File: config.mk
export PLATFORM = sky130hd
export DESIGN_NAME = xml_text_entity_decoder
export DESIGN_NICKNAME = d
export VERILOG_FILES = /design/src/rtl/xtd_pkg.sv /design/src/rtl/xtd_front.sv /design/src/rtl/xtd_queue.sv /design/src/rtl/xtd_back.sv /design/src/rtl/xml_text_entity_decoder.sv
export SDC_FILE = /design/constraint.sdc
export NUM_CORES = 1
export LEC_CHECK = 0
export ABC_AREA = 1
export BUFFER_PORTS_ARGS = -buffer_cell sky130_fd_sc_hd__buf_2
export CELL_PAD_IN_SITES_DETAIL_PLACEMENT = 0
export CELL_PAD_IN_SITES_GLOBAL_PLACEMENT = 1
export CORE_UTILIZATION = 52
export CTS_CLUSTER_SIZE = 10
export DETAILED_ROUTE_END_ITERATION = 7
export PLACE_DENSITY_LB_ADDON = 0.1
export SYNTH_ARGS = -nofsm -noshare
export SYNTH_HDL_FRONTEND = slang
export SYNTH_SLANG_ARGS = --single-unit
File: constraint.sdc
create_clock -name clk -period 7.3 [get_ports clk]
set_input_delay 1.46 -clock clk [delete_from_list [all_inputs] [get_ports clk]]
set_output_delay 1.46 -clock clk [all_outputs]
set_load 0.05 [all_outputs]
File: src/rtl/xtd_pkg.sv
// Shared types and constants for the XML text entity decoder.
package xtd_pkg;

    localparam int CP_W = 21;
    localparam logic [CP_W-1:0] CP_MAX = 21'h10FFFF;
    localparam logic [CP_W-1:0] CP_SAT = 21'h110000;
    localparam logic [CP_W-1:0] CP_LIM1 = 21'h000080;
    localparam logic [CP_W-1:0] CP_LIM2 = 21'h000800;
    localparam logic [CP_W-1:0] CP_LIM3 = 21'h010000;

    localparam logic [7:0] UTF8_LEAD2 = 8'hC0;
    localparam logic [7:0] UTF8_LEAD3 = 8'hE0;
    localparam logic [7:0] UTF8_LEAD4 = 8'hF0;
    localparam logic [7:0] UTF8_CONT = 8'h80;

    localparam int NAME_BYTES = 4;

    localparam logic [7:0] CH_AMP = 8'h26;
    localparam logic [7:0] CH_SEMI = 8'h3B;
    localparam logic [7:0] CH_HASH = 8'h23;
    localparam logic [7:0] CH_LOWER_X = 8'h78;
    localparam logic [7:0] CH_UPPER_X = 8'h58;
    localparam logic [7:0] CH_PLUS = 8'h2B;
    localparam logic [7:0] CH_MINUS = 8'h2D;
    localparam logic [7:0] CH_ZERO = 8'h30;
    localparam logic [7:0] CH_LT = 8'h3C;
    localparam logic [7:0] CH_GT = 8'h3E;
    localparam logic [7:0] CH_QUOT = 8'h22;
    localparam logic [7:0] CH_APOS = 8'h27;

    localparam logic [15:0] NAME_LT = "lt";
    localparam logic [15:0] NAME_GT = "gt";
    localparam logic [23:0] NAME_AMP = "amp";
    localparam logic [31:0] NAME_QUOT = "quot";
    localparam logic [31:0] NAME_APOS = "apos";

    localparam int QUEUE_DEPTH = 4;
    localparam int QUEUE_PTR_W = $clog2(QUEUE_DEPTH);
    localparam int QUEUE_COUNT_W = QUEUE_PTR_W + 1;

    typedef enum logic [2:0] {
        STATUS_OK = 3'd0,
        STATUS_MALFORMED = 3'd1,
        STATUS_UNKNOWN_NAME = 3'd2,
        STATUS_BAD_REF = 3'd3,
        STATUS_RANGE = 3'd4
    } status_t;

    typedef enum logic [2:0] {
        PS_BASE,
        PS_SPACE,
        PS_SIGNED,
        PS_ZERO,
        PS_ZERO_X,
        PS_DIGITS,
        PS_STOP
    } parse_state_t;

    typedef struct packed {
        logic raw;
        status_t status;
        logic [CP_W-1:0] cp;
    } cmd_t;

endpackage

File: src/rtl/xtd_front.sv
// Front end: accepts text bytes, tracks entities, parses references, issues commands.
module xtd_front #(
    parameter int MAX_BODY_BYTES = 7
) (
    input  logic           clk,
    input  logic           rst_n,
    input  logic           push,
    input  logic [7:0]     text_byte,
    input  logic           end_of_text,
    input  logic           q_full,
    output logic           cmd_push,
    output xtd_pkg::cmd_t  cmd
);

    localparam int LEN_W = $clog2(MAX_BODY_BYTES + 1);

    function automatic logic [4:0] digit_value(input logic [7:0] c);
        logic [4:0] d;
        d = 5'd16;
        if (c inside {[8'h30:8'h39]})
        begin
            d = 5'(c - 8'h30);
        end
        else if (c inside {[8'h61:8'h66]})
        begin
            d = 5'(c - 8'h57);
        end
        else if (c inside {[8'h41:8'h46]})
        begin
            d = 5'(c - 8'h37);
        end
        return d;
    endfunction

    function automatic logic is_space(input logic [7:0] c);
        return (c == 8'h20) || (c inside {[8'h09:8'h0D]});
    endfunction

    logic                       in_entity_reg, in_entity_next;
    logic                       error_seen_reg, error_seen_next;
    logic [LEN_W-1:0]           body_length_reg, body_length_next;
    logic [7:0]                 name_reg [xtd_pkg::NAME_BYTES];
    xtd_pkg::parse_state_t      pstate_reg, pstate_next;
    logic                       hex_reg, hex_next;
    logic                       neg_reg, neg_next;
    logic                       have_digit_reg, have_digit_next;
    logic [xtd_pkg::CP_W-1:0]   value_reg, value_next;

    logic                       take;
    logic                       body_full;
    logic                       store;
    logic                       is_x;
    logic                       is_sign;
    logic [4:0]                 dv;
    logic                       is_digit;
    logic [xtd_pkg::CP_W+4:0]   prod;
    logic [xtd_pkg::CP_W+4:0]   sum;
    logic [xtd_pkg::CP_W-1:0]   acc;
    logic                       run_signed;
    logic                       run_digit;

    assign take = push && !q_full;
    assign body_full = (body_length_reg >= LEN_W'(MAX_BODY_BYTES));
    assign store = take && !error_seen_reg && in_entity_reg
                   && (text_byte != xtd_pkg::CH_SEMI) && !body_full;

    assign is_x = (text_byte == xtd_pkg::CH_LOWER_X) || (text_byte == xtd_pkg::CH_UPPER_X);
    assign is_sign = (text_byte == xtd_pkg::CH_PLUS) || (text_byte == xtd_pkg::CH_MINUS);
    assign dv = digit_value(text_byte);
    assign is_digit = hex_reg ? (dv < 5'd16) : (dv < 5'd10);
    assign prod = hex_reg ? {1'b0, value_reg, 4'b0000}
                          : ({4'b0, value_reg, 1'b0} + {2'b0, value_reg, 3'b000});
    assign sum = prod + {21'b0, dv};
    assign acc = (sum > {5'b0, xtd_pkg::CP_MAX}) ? xtd_pkg::CP_SAT : sum[xtd_pkg::CP_W-1:0];

    // Reference parser: next state
    always_comb
    begin
        pstate_next = pstate_reg;
        hex_next = hex_reg;
        neg_next = neg_reg;
        have_digit_next = have_digit_reg;
        value_next = value_reg;
        run_signed = 1'b0;
        run_digit = 1'b0;
        if (store && (body_length_reg == '0))
        begin
            pstate_next = xtd_pkg::PS_BASE;
            hex_next = 1'b0;
            neg_next = 1'b0;
            have_digit_next = 1'b0;
            value_next = '0;
        end
        else if (store)
        begin
            case (pstate_reg)
                xtd_pkg::PS_BASE, xtd_pkg::PS_SPACE:
                begin
                    if ((pstate_reg == xtd_pkg::PS_BASE) && is_x)
                    begin
                        hex_next = 1'b1;
                        pstate_next = xtd_pkg::PS_SPACE;
                    end
                    else if (is_space(text_byte))
                    begin
                        pstate_next = xtd_pkg::PS_SPACE;
                    end
                    else if (is_sign)
                    begin
                        neg_next = (text_byte == xtd_pkg::CH_MINUS);
                        pstate_next = xtd_pkg::PS_SIGNED;
                    end
                    else
                    begin
                        run_signed = 1'b1;
                    end
                end
                xtd_pkg::PS_SIGNED:
                begin
                    run_signed = 1'b1;
                end
                xtd_pkg::PS_ZERO:
                begin
                    if (is_x)
                    begin
                        pstate_next = xtd_pkg::PS_ZERO_X;
                    end
                    else
                    begin
                        run_digit = 1'b1;
                    end
                end
                xtd_pkg::PS_ZERO_X, xtd_pkg::PS_DIGITS:
                begin
                    run_digit = 1'b1;
                end
                default:
                begin
                    pstate_next = xtd_pkg::PS_STOP;
                end
            endcase
            if (run_signed)
            begin
                if (hex_reg && (text_byte == xtd_pkg::CH_ZERO))
                begin
                    have_digit_next = 1'b1;
                    pstate_next = xtd_pkg::PS_ZERO;
                end
                else
                begin
                    run_digit = 1'b1;
                end
            end
            if (run_digit)
            begin
                if (is_digit)
                begin
                    value_next = acc;
                    have_digit_next = 1'b1;
                    pstate_next = xtd_pkg::PS_DIGITS;
                end
                else
                begin
                    pstate_next = xtd_pkg::PS_STOP;
                end
            end
        end
    end

    // Command output
    always_comb
    begin
        cmd_push = 1'b0;
        cmd.raw = 1'b1;
        cmd.status = xtd_pkg::STATUS_OK;
        cmd.cp = '0;
        if (take && !error_seen_reg)
        begin
            if (!in_entity_reg)
            begin
                if (text_byte == xtd_pkg::CH_AMP)
                begin
                    if (end_of_text)
                    begin
                        cmd_push = 1'b1;
                        cmd.status = xtd_pkg::STATUS_MALFORMED;
                    end
                end
                else
                begin
                    cmd_push = 1'b1;
                    cmd.cp = {13'b0, text_byte};
                end
            end
            else if (text_byte == xtd_pkg::CH_SEMI)
            begin
                cmd_push = 1'b1;
                if ((body_length_reg == LEN_W'(2))
                    && ({name_reg[0], name_reg[1]} == xtd_pkg::NAME_LT))
                begin
                    cmd.cp = {13'b0, xtd_pkg::CH_LT};
                end
                else if ((body_length_reg == LEN_W'(2))
                         && ({name_reg[0], name_reg[1]} == xtd_pkg::NAME_GT))
                begin
                    cmd.cp = {13'b0, xtd_pkg::CH_GT};
                end
                else if ((body_length_reg == LEN_W'(3))
                         && ({name_reg[0], name_reg[1], name_reg[2]} == xtd_pkg::NAME_AMP))
                begin
                    cmd.cp = {13'b0, xtd_pkg::CH_AMP};
                end
                else if ((body_length_reg == LEN_W'(4))
                         && ({name_reg[0], name_reg[1], name_reg[2], name_reg[3]}
                             == xtd_pkg::NAME_QUOT))
                begin
                    cmd.cp = {13'b0, xtd_pkg::CH_QUOT};
                end
                else if ((body_length_reg == LEN_W'(4))
                         && ({name_reg[0], name_reg[1], name_reg[2], name_reg[3]}
                             == xtd_pkg::NAME_APOS))
                begin
                    cmd.cp = {13'b0, xtd_pkg::CH_APOS};
                end
                else if ((body_length_reg != '0) && (name_reg[0] == xtd_pkg::CH_HASH))
                begin
                    if (!have_digit_reg)
                    begin
                        cmd.status = xtd_pkg::STATUS_BAD_REF;
                    end
                    else if (neg_reg || (value_reg == '0) || (value_reg > xtd_pkg::CP_MAX))
                    begin
                        cmd.status = xtd_pkg::STATUS_RANGE;
                    end
                    else
                    begin
                        cmd.raw = 1'b0;
                        cmd.cp = value_reg;
                    end
                end
                else
                begin
                    cmd.status = xtd_pkg::STATUS_UNKNOWN_NAME;
                end
            end
            else if (body_full || end_of_text)
            begin
                cmd_push = 1'b1;
                cmd.status = xtd_pkg::STATUS_MALFORMED;
            end
        end
    end

    // Entity tracking: next state
    always_comb
    begin
        in_entity_next = in_entity_reg;
        error_seen_next = error_seen_reg;
        body_length_next = body_length_reg;
        if (take)
        begin
            if (end_of_text)
            begin
                in_entity_next = 1'b0;
                error_seen_next = 1'b0;
                body_length_next = '0;
            end
            else if (!error_seen_reg)
            begin
                if (cmd_push && (cmd.status != xtd_pkg::STATUS_OK))
                begin
                    error_seen_next = 1'b1;
                end
                if (!in_entity_reg)
                begin
                    if (text_byte == xtd_pkg::CH_AMP)
                    begin
                        in_entity_next = 1'b1;
                        body_length_next = '0;
                    end
                end
                else if ((text_byte == xtd_pkg::CH_SEMI) || body_full)
                begin
                    in_entity_next = 1'b0;
                    body_length_next = '0;
                end
                else
                begin
                    body_length_next = body_length_reg + LEN_W'(1);
                end
            end
        end
    end

    always_ff @(posedge clk or negedge rst_n)
    begin
        if (!rst_n)
        begin
            in_entity_reg <= 1'b0;
            error_seen_reg <= 1'b0;
            body_length_reg <= '0;
            pstate_reg <= xtd_pkg::PS_BASE;
            hex_reg <= 1'b0;
            neg_reg <= 1'b0;
            have_digit_reg <= 1'b0;
            value_reg <= '0;
        end
        else
        begin
            in_entity_reg <= in_entity_next;
            error_seen_reg <= error_seen_next;
            body_length_reg <= body_length_next;
            pstate_reg <= pstate_next;
            hex_reg <= hex_next;
            neg_reg <= neg_next;
            have_digit_reg <= have_digit_next;
            value_reg <= value_next;
        end
    end

    always_ff @(posedge clk)
    begin
        for (int k = 0; k < xtd_pkg::NAME_BYTES; k++)
        begin
            if (store && (body_length_reg == LEN_W'(k)))
            begin
                name_reg[k] <= text_byte;
            end
        end
    end

endmodule

File: src/rtl/xtd_queue.sv
// Command queue between the front end and the back end.
module xtd_queue (
    input  logic           clk,
    input  logic           rst_n,
    input  logic           wr_en,
    input  xtd_pkg::cmd_t  wr_cmd,
    input  logic           rd_en,
    output xtd_pkg::cmd_t  rd_cmd,
    output logic           q_full,
    output logic           q_empty
);

    xtd_pkg::cmd_t                      slot_reg [xtd_pkg::QUEUE_DEPTH];
    logic [xtd_pkg::QUEUE_PTR_W-1:0]    wr_ptr_reg, wr_ptr_next;
    logic [xtd_pkg::QUEUE_PTR_W-1:0]    rd_ptr_reg, rd_ptr_next;
    logic [xtd_pkg::QUEUE_COUNT_W-1:0]  count_reg, count_next;
    logic                               do_wr;
    logic                               do_rd;

    assign q_full = (count_reg == xtd_pkg::QUEUE_COUNT_W'(xtd_pkg::QUEUE_DEPTH));
    assign q_empty = (count_reg == '0);
    assign do_wr = wr_en && !q_full;
    assign do_rd = rd_en && !q_empty;
    assign rd_cmd = slot_reg[rd_ptr_reg];

    always_comb
    begin
        wr_ptr_next = wr_ptr_reg;
        rd_ptr_next = rd_ptr_reg;
        count_next = count_reg;
        if (do_wr)
        begin
            wr_ptr_next = (wr_ptr_reg == xtd_pkg::QUEUE_PTR_W'(xtd_pkg::QUEUE_DEPTH - 1))
                          ? '0 : wr_ptr_reg + xtd_pkg::QUEUE_PTR_W'(1);
        end
        if (do_rd)
        begin
            rd_ptr_next = (rd_ptr_reg == xtd_pkg::QUEUE_PTR_W'(xtd_pkg::QUEUE_DEPTH - 1))
                          ? '0 : rd_ptr_reg + xtd_pkg::QUEUE_PTR_W'(1);
        end
        if (do_wr && !do_rd)
        begin
            count_next = count_reg + xtd_pkg::QUEUE_COUNT_W'(1);
        end
        else if (do_rd && !do_wr)
        begin
            count_next = count_reg - xtd_pkg::QUEUE_COUNT_W'(1);
        end
    end

    always_ff @(posedge clk or negedge rst_n)
    begin
        if (!rst_n)
        begin
            wr_ptr_reg <= '0;
            rd_ptr_reg <= '0;
            count_reg <= '0;
        end
        else
        begin
            wr_ptr_reg <= wr_ptr_next;
            rd_ptr_reg <= rd_ptr_next;
            count_reg <= count_next;
        end
    end

    always_ff @(posedge clk)
    begin
        if (do_wr)
        begin
            slot_reg[wr_ptr_reg] <= wr_cmd;
        end
    end

`ifndef SYNTHESIS
    a_count_bound: assert property (@(posedge clk) disable iff (!rst_n)
        count_reg <= xtd_pkg::QUEUE_COUNT_W'(xtd_pkg::QUEUE_DEPTH))
        else $error("queue count exceeds depth");
`endif

endmodule

File: src/rtl/xtd_back.sv
// Back end: expands commands into result bytes and holds the output register.
module xtd_back (
    input  logic           clk,
    input  logic           rst_n,
    input  xtd_pkg::cmd_t  head_cmd,
    input  logic           q_empty,
    output logic           q_pop,
    input  logic           pop,
    output logic           empty,
    output logic [7:0]     out_byte,
    output logic [2:0]     status,
    output logic           last
);

    logic [1:0]         idx_reg, idx_next;
    logic               out_valid_reg, out_valid_next;
    logic [7:0]         out_byte_reg;
    xtd_pkg::status_t   out_status_reg;
    logic               out_last_reg;

    logic               head_valid;
    logic               out_ready;
    logic               emit;
    logic [1:0]         last_idx;
    logic [7:0]         enc [4];
    logic [7:0]         emit_byte;
    logic               emit_last;

    assign head_valid = !q_empty;
    assign out_ready = !out_valid_reg || pop;
    assign emit = head_valid && out_ready;

    always_comb
    begin
        enc[0] = head_cmd.cp[7:0];
        enc[1] = '0;
        enc[2] = '0;
        enc[3] = '0;
        last_idx = 2'd0;
        if (head_cmd.raw || (head_cmd.status != xtd_pkg::STATUS_OK)
            || (head_cmd.cp < xtd_pkg::CP_LIM1))
        begin
            last_idx = 2'd0;
        end
        else if (head_cmd.cp < xtd_pkg::CP_LIM2)
        begin
            last_idx = 2'd1;
            enc[0] = xtd_pkg::UTF8_LEAD2 | {3'b0, head_cmd.cp[10:6]};
            enc[1] = xtd_pkg::UTF8_CONT | {2'b0, head_cmd.cp[5:0]};
        end
        else if (head_cmd.cp < xtd_pkg::CP_LIM3)
        begin
            last_idx = 2'd2;
            enc[0] = xtd_pkg::UTF8_LEAD3 | {4'b0, head_cmd.cp[15:12]};
            enc[1] = xtd_pkg::UTF8_CONT | {2'b0, head_cmd.cp[11:6]};
            enc[2] = xtd_pkg::UTF8_CONT | {2'b0, head_cmd.cp[5:0]};
        end
        else
        begin
            last_idx = 2'd3;
            enc[0] = xtd_pkg::UTF8_LEAD4 | {5'b0, head_cmd.cp[20:18]};
            enc[1] = xtd_pkg::UTF8_CONT | {2'b0, head_cmd.cp[17:12]};
            enc[2] = xtd_pkg::UTF8_CONT | {2'b0, head_cmd.cp[11:6]};
            enc[3] = xtd_pkg::UTF8_CONT | {2'b0, head_cmd.cp[5:0]};
        end
    end

    assign emit_byte = enc[idx_reg];
    assign emit_last = (idx_reg == last_idx);
    assign q_pop = emit && emit_last;

    always_comb
    begin
        idx_next = idx_reg;
        out_valid_next = out_valid_reg;
        if (emit)
        begin
            idx_next = emit_last ? 2'd0 : idx_reg + 2'd1;
            out_valid_next = 1'b1;
        end
        else if (pop)
        begin
            out_valid_next = 1'b0;
        end
    end

    always_ff @(posedge clk or negedge rst_n)
    begin
        if (!rst_n)
        begin
            idx_reg <= 2'd0;
            out_valid_reg <= 1'b0;
        end
        else
        begin
            idx_reg <= idx_next;
            out_valid_reg <= out_valid_next;
        end
    end

    always_ff @(posedge clk)
    begin
        if (emit)
        begin
            out_byte_reg <= emit_byte;
            out_status_reg <= head_cmd.status;
            out_last_reg <= emit_last;
        end
    end

    assign empty = !out_valid_reg;
    assign out_byte = out_byte_reg;
    assign status = out_status_reg;
    assign last = out_last_reg;

`ifndef SYNTHESIS
    a_error_single: assert property (@(posedge clk) disable iff (!rst_n)
        (out_valid_reg && (out_status_reg != xtd_pkg::STATUS_OK))
        |-> (out_last_reg && (out_byte_reg == 8'd0)))
        else $error("error result not a single zero byte");

    a_idx_bound: assert property (@(posedge clk) disable iff (!rst_n)
        head_valid |-> (idx_reg <= last_idx))
        else $error("byte index past end of encoding");

    a_idx_idle: assert property (@(posedge clk) disable iff (!rst_n)
        !head_valid |-> (idx_reg == 2'd0))
        else $error("byte index not cleared with empty queue");
`endif

endmodule

File: src/rtl/xml_text_entity_decoder.sv
// Top level of the XML text entity decoder.
// A command from an accepted item is written to the command queue, then expanded into the output register.
// Throughput: one item per cycle while the command queue is not full; a character reference
// holds the output stage for each of its UTF-8 bytes (one to four) in turn, set by the single output register.
// Reset: clears entity state, parser, command queue and output register;
// buffered entity bytes are not cleared.
module xml_text_entity_decoder #(
    parameter int MAX_BODY_BYTES = 7
) (
    input  logic        clk,
    input  logic        rst_n,
    input  logic        push,
    output logic        full,
    input  logic [7:0]  text_byte,
    input  logic        end_of_text,
    output logic        empty,
    input  logic        pop,
    output logic [7:0]  out_byte,
    output logic [2:0]  status,
    output logic        last
);

    logic           cmd_push;
    xtd_pkg::cmd_t  cmd;
    xtd_pkg::cmd_t  head_cmd;
    logic           q_full;
    logic           q_empty;
    logic           q_pop;

    assign full = q_full;

    xtd_front #(
        .MAX_BODY_BYTES(MAX_BODY_BYTES)
    ) u_front (
        .clk         (clk),
        .rst_n       (rst_n),
        .push        (push),
        .text_byte   (text_byte),
        .end_of_text (end_of_text),
        .q_full      (q_full),
        .cmd_push    (cmd_push),
        .cmd         (cmd)
    );

    xtd_queue u_queue (
        .clk     (clk),
        .rst_n   (rst_n),
        .wr_en   (cmd_push),
        .wr_cmd  (cmd),
        .rd_en   (q_pop),
        .rd_cmd  (head_cmd),
        .q_full  (q_full),
        .q_empty (q_empty)
    );

    xtd_back u_back (
        .clk      (clk),
        .rst_n    (rst_n),
        .head_cmd (head_cmd),
        .q_empty  (q_empty),
        .q_pop    (q_pop),
        .pop      (pop),
        .empty    (empty),
        .out_byte (out_byte),
        .status   (status),
        .last     (last)
    );

endmodule
==> metrics.json, run 1 <==
{
  "status": {"value": "complete, no violations"},
  "synth-async-reset-ratio": {"value": 22.6, "unit": "%"},
  "pwr_density_cell": {"value": 321, "unit": "nW/um2"},
  "cp.required": {"value": 7640, "unit": "ps"},
  "layout.nets": {"value": 1409},
  "post_cts.repair.setup_buffers": {"value": 0},
  "crit_path_start_kind": {"value": "input pin"},
  "coreArea": {"value": 21000, "unit": "um2"},
  "first_global_vias": {"value": 8472},
  "timing.slew.headroom": {"value": 32.6, "unit": "%"},
  "antenna_left": {"value": 0},
  "cts_root_buf": {"value": "sky130_fd_sc_hd__clkbuf_16"},
  "cts_hold_repair.buffers": {"value": 0},
  "largest_register_ff_count": {"value": 100},
  "syn-mean-instance-area": {"value": 8.39, "unit": "um2"},
  "fin_crit_sh": {"value": 63.3, "unit": "%"},
  "cts-buffers-inserted": {"value": 17},
  "netlist_area": {"value": 11200, "unit": "um2"},
  "post_cts_resized": {"value": 0},
  "drt_drc_violations_left": {"value": 0},
  "synth_cells": {"value": 1333},
  "hold_ws": {"value": 496, "unit": "ps"},
  "postSynth.topFlopCell": {"value": "sky130_fd_sc_hd__edfxtp_1"},
  "hold_viol": {"value": 0},
  "totalWireLength": {"value": 26.7, "unit": "mm"},
  "static-leakage-power": {"value": 0.00522, "unit": "uW"},
  "seq_area_frac_synth": {"value": 48.1, "unit": "%"},
  "maxCapViolCount": {"value": 0},
  "insertion_delay": {"value": 440, "unit": "ps"},
  "place_hpwl": {"value": 19.4, "unit": "mm"},
  "cts_max_path_buffers": {"value": 2},
  "grt_start_max_net_pins": {"value": 57},
  "cts_tree": {"value": "done"},
  "yosysUniqueCellTypes": {"value": 56},
  "yosys_reg_bits": {"value": 186},
  "critical_path.max_fanout": {"value": 18},
  "layout_min_cycle_time": {"value": 4620, "unit": "ps"},
  "final_layout_size_suffix_gt1_share": {"value": 10.8, "unit": "%"},
  "dieHeight": {"value": 149, "unit": "um"},
  "globalRouteOverflowTotal": {"value": 0},
  "die_area": {"value": 22100, "unit": "um2"},
  "yosysWarningCount": {"value": 0},
  "layout.cells.most_common_list": {"value": "sky130_fd_sc_hd__nand2_1, sky130_fd_sc_hd__inv_1, sky130_fd_sc_hd__edfxtp_1"},
  "critPathKind": {"value": "in2reg"},
  "end_kind": {"value": "flip-flop"},
  "synth-edff-count": {"value": 144},
  "setup-violations-final": {"value": 0},
  "areaGrowthSynthToFinish": {"value": 8.85, "unit": "%"},
  "final_common_cell": {"value": "sky130_fd_sc_hd__nand2_1"},
  "slew_viol_final": {"value": 0},
  "detailed_routing_iterations_pass_1": {"value": 5},
  "antenna_violations_before_repair": {"value": 0},
  "cp.arrival": {"value": 4960, "unit": "ps"},
  "worstHoldPathType": {"value": "reg2reg"},
  "htree_levels": {"value": 4},
  "setup_repair_after_global_routing_missed_its_margin": {"value": "no"},
  "placement_rows": {"value": 53},
  "route.detailed.vias_per_inst": {"value": 5.45},
  "grtUsageTotal": {"value": 25.7, "unit": "%"},
  "cpMaxStageDelayCell": {"value": "sky130_fd_sc_hd__fa_1"},
  "irDropWorstVdd": {"value": 0.000169, "unit": "V"},
  "gpl.final_weighted_congestion": {"value": 0.921},
  "clkSinkCount": {"value": 186},
  "initial_utilization": {"value": 53.2, "unit": "%"},
  "routed-via-count": {"value": 8942},
  "cts.clk_slew.worst_paths": {"value": 80, "unit": "ps"},
  "detail_route.wl_per_cell": {"value": 16.3, "unit": "um"},
  "finalClockSkew": {"value": 19.9, "unit": "ps"},
  "place.port_buffers": {"value": 26},
  "floorplan.die.width": {"value": 149, "unit": "um"},
  "achievable-frequency": {"value": 0.216, "unit": "GHz"},
  "n_antenna_cell": {"value": 0},
  "setup_total_negative_slack": {"value": 0, "unit": "ps"},
  "post_synthesis_net_count": {"value": 1389},
  "number_of_i_o_pins": {"value": 27},
  "grt_first_pass_wirelength": {"value": 43.7, "unit": "mm"},
  "max_stage_delay": {"value": 400, "unit": "ps"},
  "worst_pin_slew": {"value": 1010, "unit": "ps"},
  "initialDrtViolationCount": {"value": 732}
}
worst paths after layout:
path | startpoint | to | slack [ps] | depth (start not counted)
min in group asynchronous | rst_n | u_back.out_valid_reg | 1180 | 1
max in group asynchronous | rst_n | u_front.value_reg[9] | 5460 | 1
setup / recovery | text_byte[1] | u_front.value_reg[19] | 2680 | 25
setup reg to reg | u_queue.rd_ptr_reg[0] | u_queue.count_reg[1] | 3120 | 17
hold / removal | u_front.error_seen_reg | u_front.error_seen_reg | 500 | 2
hold reg to reg | u_front.error_seen_reg | u_front.error_seen_reg | 500 | 2
logic make-up after synthesis:
group	share of synthesized area [%]
AND/OR/NAND/NOR	27.1
AO/OA/AOI/OAI	9.95
flip-flops	48.1
buffers and inverters	8.64
multiplexers	0.101
XOR/XNOR	1.10
adder cells (fa/ha/maj)	5.01
per-stage QoR:
step	std cells	worst slack, ps	util, %	power [uW]	cell area (um2)
2_1_floorplan	1333	3080	-	2630	11200
3_3_place_gp	1609	2400	54.9	2970	11500
3_5_place_dp	1609	2270	54.9	2970	11500
4_1_cts	1641	2710	57.9	3930	12200
5_1_grt	1641	2330	57.9	4160	12200
6_report	1641	2680	57.9	3910	12200
worst max-delay path: cells and delay by family:
kind            cells  cell delay (ps)
buf+inv             6              610
compound gates      3              690
fa+ha+maj           3              790
simple gates       13             1400
Yosys cell counts, drive strengths merged (9+ instances only):
cell type / number / area, um2
nand2: 346 / 1350
inv: 208 / 781
nor2: 147 / 662
edfxtp: 144 / 4320
nand3: 86 / 493
o21ai: 81 / 428
a21oi: 43 / 215
dfrtp: 42 / 1050
ha: 40 / 500
nand4: 37 / 238
nor3: 24 / 136
buf: 20 / 140
o22ai: 19 / 119
nor4: 13 / 87.6
clkbuf: 11 / 41.3
a32oi: 9 / 78.8
metal layers:
metal  share of wire (%)  GRT usage, %  up-vias
met5                   0             0        -
met4                 1.5          7.37        0
met3                 4.7          3.65       29
met2                  48          42.7      238
met1                  46          34.8     4161
li1                    -             -     4514
cell type report:
cell class	count	area, um2
Inverter	209	785
Clock inverter	15	201
Multi-Input combinational cell	907	4870
Timing Repair Buffer	32	175
Sequential cell	186	5380
Tap cell	275	344
Fill cell	1901	8850
Clock buffer	17	425
where the power goes:
part           internal, uW  switching (uW)  leakage [uW]  total (uW)
clock network           477             484      0.000303         961
logic                   419            1070       0.00303        1490
registers              1370            86.6       0.00189        1450
total                  2260            1640       0.00522        3910
No activity file was read; power rests on OpenSTA's default activity.
==> run 2: changes to the inputs <==
Settings changed: CORE_UTILIZATION 52 to 49.
Clock period 7.3 ns to 4.5 ns, I/O delays scaled along.
==> run 2 against run 1 <==
Against the previous run:
- power rose by 62%
- sequential share of layout area shrank 0.16 points
- setup slack worse by 2200 ps
- cell count is 1.0% higher
- register-to-register slack worse by 2600 ps
- core utilization decreased by 2.6 points
- clock skew is 2.6 ps lower
- critical endpoint is now u_queue.count_reg[1]
- largest power group unchanged
- non-clock buffer count grew 12
- largest cell class unchanged
- critical path depth down 7
- via count fell by 0.20%
- count of clock-buffer cells in the layout stayed put
==> metrics.json, run 2 (synthesized netlist as in run 1, its figures left out) <==
{
  "cts.clk_slew.worst_paths": {"value": 80, "unit": "ps", "change": "about the same"},
  "antenna_violations_before_repair": {"value": 0, "change": "unchanged"},
  "gpl.final_weighted_congestion": {"value": 0.937, "change": "was 0.921"},
  "hold_viol": {"value": 0, "change": "unchanged"},
  "highest-signal-layer": {"value": "met4", "change": "unchanged"},
  "hold_ws": {"value": 497, "unit": "ps", "change": "was 496 ps"},
  "initial_utilization": {"value": 50.6, "unit": "%", "change": "was 53.2%"},
  "critPathKind": {"value": "reg2reg", "change": "was in2reg"},
  "timing.slew.headroom": {"value": 32.7, "unit": "%", "change": "was 32.6%"},
  "critical_path.max_fanout": {"value": 16, "change": "was 18"},
  "end_kind": {"value": "flip-flop", "change": "unchanged"},
  "critPathTopFamily": {"value": "simple AND/OR/NAND/NOR gates", "change": "unchanged"},
  "utilization": {"value": 55.3, "unit": "%", "change": "was 57.9%"},
  "achievable-frequency": {"value": 0.250, "unit": "GHz"},
  "insertion_delay": {"value": 440, "unit": "ps", "change": "about the same"},
  "setup-violations-final": {"value": 0, "change": "unchanged"},
  "areaGrowthSynthToFinish": {"value": 9.24, "unit": "%", "change": "was 8.85%"},
  "slew_viol_final": {"value": 0, "change": "unchanged"},
  "grtUsageTotal": {"value": 24.3, "unit": "%", "change": "was 25.7%"},
  "cts_root_buf": {"value": "sky130_fd_sc_hd__clkbuf_16", "change": "unchanged"},
  "detail_route.wl_per_cell": {"value": 16.4, "unit": "um", "change": "was 16.3 um"},
  "max_stage_delay": {"value": 410, "unit": "ps", "change": "was 400 ps"},
  "detailed_routing_iterations_pass_1": {"value": 5, "change": "unchanged"},
  "place_hpwl": {"value": 20.2, "unit": "mm", "change": "was 19.4 mm"},
  "route.layer.met1.wl": {"value": 13.0, "unit": "mm", "change": "was 12.2 mm"},
  "dieHeight": {"value": 153, "unit": "um", "change": "was 149 um"},
  "cp.required": {"value": 4820, "unit": "ps", "change": "was 7640 ps"},
  "worstHoldPathType": {"value": "reg2reg", "change": "unchanged"},
  "status": {"value": "complete, no violations", "change": "unchanged"},
  "grt_start_max_net_pins": {"value": 57, "change": "unchanged"},
  "totalWireLength": {"value": 27.2, "unit": "mm", "change": "was 26.7 mm"},
  "htree_levels": {"value": 4, "change": "unchanged"},
  "placement_rows": {"value": 54, "change": "was 53"},
  "static-leakage-power": {"value": 0.00526, "unit": "uW", "change": "was 0.00522 uW"},
  "final.setup.worst_slack": {"value": 496, "unit": "ps", "change": "was 2680 ps"},
  "cp_cell_sequence": {"value": "inv_1 -> nor2_1 -> nor2_1 -> a21oi_1 -> nand2_1 -> inv_1 -> nand4_2 -> inv_1 -> nand2_1 -> nand2_1 -> xor2_1 -> nand2_1 -> nor2_4 -> inv_2 -> ha_1 -> inv_1 -> fa_1 -> mux2_2"},
  "coreArea": {"value": 22100, "unit": "um2", "change": "was 21000 um2"},
  "route.detailed.vias_per_inst": {"value": 5.38, "change": "was 5.45"},
  "grt_first_pass_wirelength": {"value": 44.4, "unit": "mm", "change": "was 43.7 mm"},
  "n_antenna_cell": {"value": 0, "change": "unchanged"},
  "cts_tree": {"value": "done", "change": "unchanged"},
  "cts-buffers-inserted": {"value": 17, "change": "unchanged"},
  "routed-wl-met2": {"value": 12.7, "unit": "mm", "change": "was 12.8 mm"},
  "die_area": {"value": 23400, "unit": "um2", "change": "was 22100 um2"},
  "initialDrtViolationCount": {"value": 534, "change": "was 732"},
  "cts_max_path_buffers": {"value": 2, "change": "unchanged"},
  "layout.cells.most_common_list": {"value": "sky130_fd_sc_hd__nand2_1, sky130_fd_sc_hd__inv_1, sky130_fd_sc_hd__edfxtp_1", "change": "unchanged"},
  "antenna_left": {"value": 0, "change": "unchanged"},
  "finalClockSkew": {"value": 17.3, "unit": "ps", "change": "was 19.9 ps"},
  "final_common_cell": {"value": "sky130_fd_sc_hd__nand2_1", "change": "unchanged"},
  "setup_total_negative_slack": {"value": 0, "unit": "ps", "change": "unchanged"},
  "pwr_density_cell": {"value": 517, "unit": "nW/um2", "change": "was 321 nW/um2"},
  "preCtsSetupSlack": {"value": 199, "unit": "ps", "change": "was 2270 ps"},
  "layout_min_cycle_time": {"value": 4000, "unit": "ps"},
  "post_cts.repair.setup_buffers": {"value": 0, "change": "unchanged"},
  "drt_drc_violations_left": {"value": 0, "change": "unchanged"},
  "globalRouteOverflowTotal": {"value": 0, "change": "unchanged"},
  "cpMaxStageDelayCell": {"value": "sky130_fd_sc_hd__fa_1", "change": "unchanged"},
  "clkSinkCount": {"value": 186, "change": "unchanged"},
  "number_of_i_o_pins": {"value": 27, "change": "unchanged"},
  "place.port_buffers": {"value": 26, "change": "unchanged"},
  "cts_hold_repair.buffers": {"value": 0, "change": "unchanged"},
  "crit_path_start_kind": {"value": "flip-flop", "change": "was input pin"},
  "number_of_buffers_and_inverters_on_the_critical_path": {"value": 5, "change": "was 6"},
  "worst_pin_slew": {"value": 1010, "unit": "ps", "change": "about the same"},
  "post_cts_resized": {"value": 0, "change": "unchanged"},
  "place.detailed.instances": {"value": 1626, "change": "was 1609"},
  "routed-via-count": {"value": 8924, "change": "was 8942"},
  "filler_cell_count": {"value": 2052, "change": "was 1901"},
  "wl_met3": {"value": 1.09, "unit": "mm", "change": "was 1.25 mm"},
  "layoutNonFillerInstCount": {"value": 1658, "change": "was 1641"},
  "maxCapViolCount": {"value": 0, "change": "unchanged"},
  "irDropWorstVdd": {"value": 0.000329, "unit": "V", "change": "was 0.000169 V"},
  "layout.nets": {"value": 1421, "change": "was 1409"},
  "first_global_vias": {"value": 8457, "change": "was 8472"},
  "largest_register_ff_count": {"value": 100, "change": "unchanged"},
  "fin_crit_sh": {"value": 89.0, "unit": "%"},
  "cp.arrival": {"value": 4330, "unit": "ps", "change": "was 4960 ps"},
  "final_layout_size_suffix_gt1_share": {"value": 11.5, "unit": "%", "change": "was 10.8%"},
  "setup_repair_after_global_routing_missed_its_margin": {"value": "no", "change": "unchanged"},
  "floorplan.die.width": {"value": 153, "unit": "um", "change": "was 149 um"}
}
-- run 2: layout make-up --
type | instances | area [um2] | share of cell area (%)
clock buffer | 17 | 425 | 3.48
clock inverter | 15 | 151 | 1.24
inverter | 209 | 785 | 6.42
multi-input combinational | 907 | 4850 | 39.7
sequential | 186 | 5380 | 44.0
tap | 280 | 350 | 2.87
timing repair buffer | 44 | 278 | 2.27
-- run 2: final timing paths --
check	cells after the start	start	to	slack, ps
max	18	u_queue.rd_ptr_reg[0]	u_queue.count_reg[1]	500
min	2	u_front.error_seen_reg	u_front.error_seen_reg	500
max reg2reg	18	u_queue.rd_ptr_reg[0]	u_queue.count_reg[1]	500
min reg2reg	2	u_front.error_seen_reg	u_front.error_seen_reg	500
max in group asynchronous	1	rst_n	u_front.value_reg[9]	3220
min in group asynchronous	1	rst_n	u_queue.count_reg[0]	620
-- run 2: worst register-to-register path, delay by kind of cell (launching register included) --
kind / cells / cell delay [ps]
adder cells (fa/ha/maj): 2 / 600
flip-flops: 1 / 390
AO/OA/AOI/OAI: 1 / 240
AND/OR/NAND/NOR: 8 / 1350
buffers and inverters: 5 / 890
multiplexers: 1 / 260
XOR/XNOR: 1 / 160
-- run 2: per-layer routing --
| layer | vias to the layer above | global-route usage [%] |
|---|---|---|
| met1 | 4176 | 33.4 |
| li1 | 4534 | - |
| met5 | - | 0 |
| met4 | 0 | 6.54 |
| met2 | 189 | 40.5 |
| met3 | 25 | 3.15 |
-- run 2: per-stage QoR --
step / instance area (um2) / total power (uW)
CTS: 12200 / 6350
detailed placement: 11600 / 4900
global placement: 11600 / 4890
floorplan: 11200 / 4260
finish: 12200 / 6310
global route: 12200 / 6710
-- run 2: where the power goes --
part           internal [uW]  total (uW)  switching, uW
Clock                    740        1460            719
Combinational            729        2520           1790
Sequential              2220        2330            114
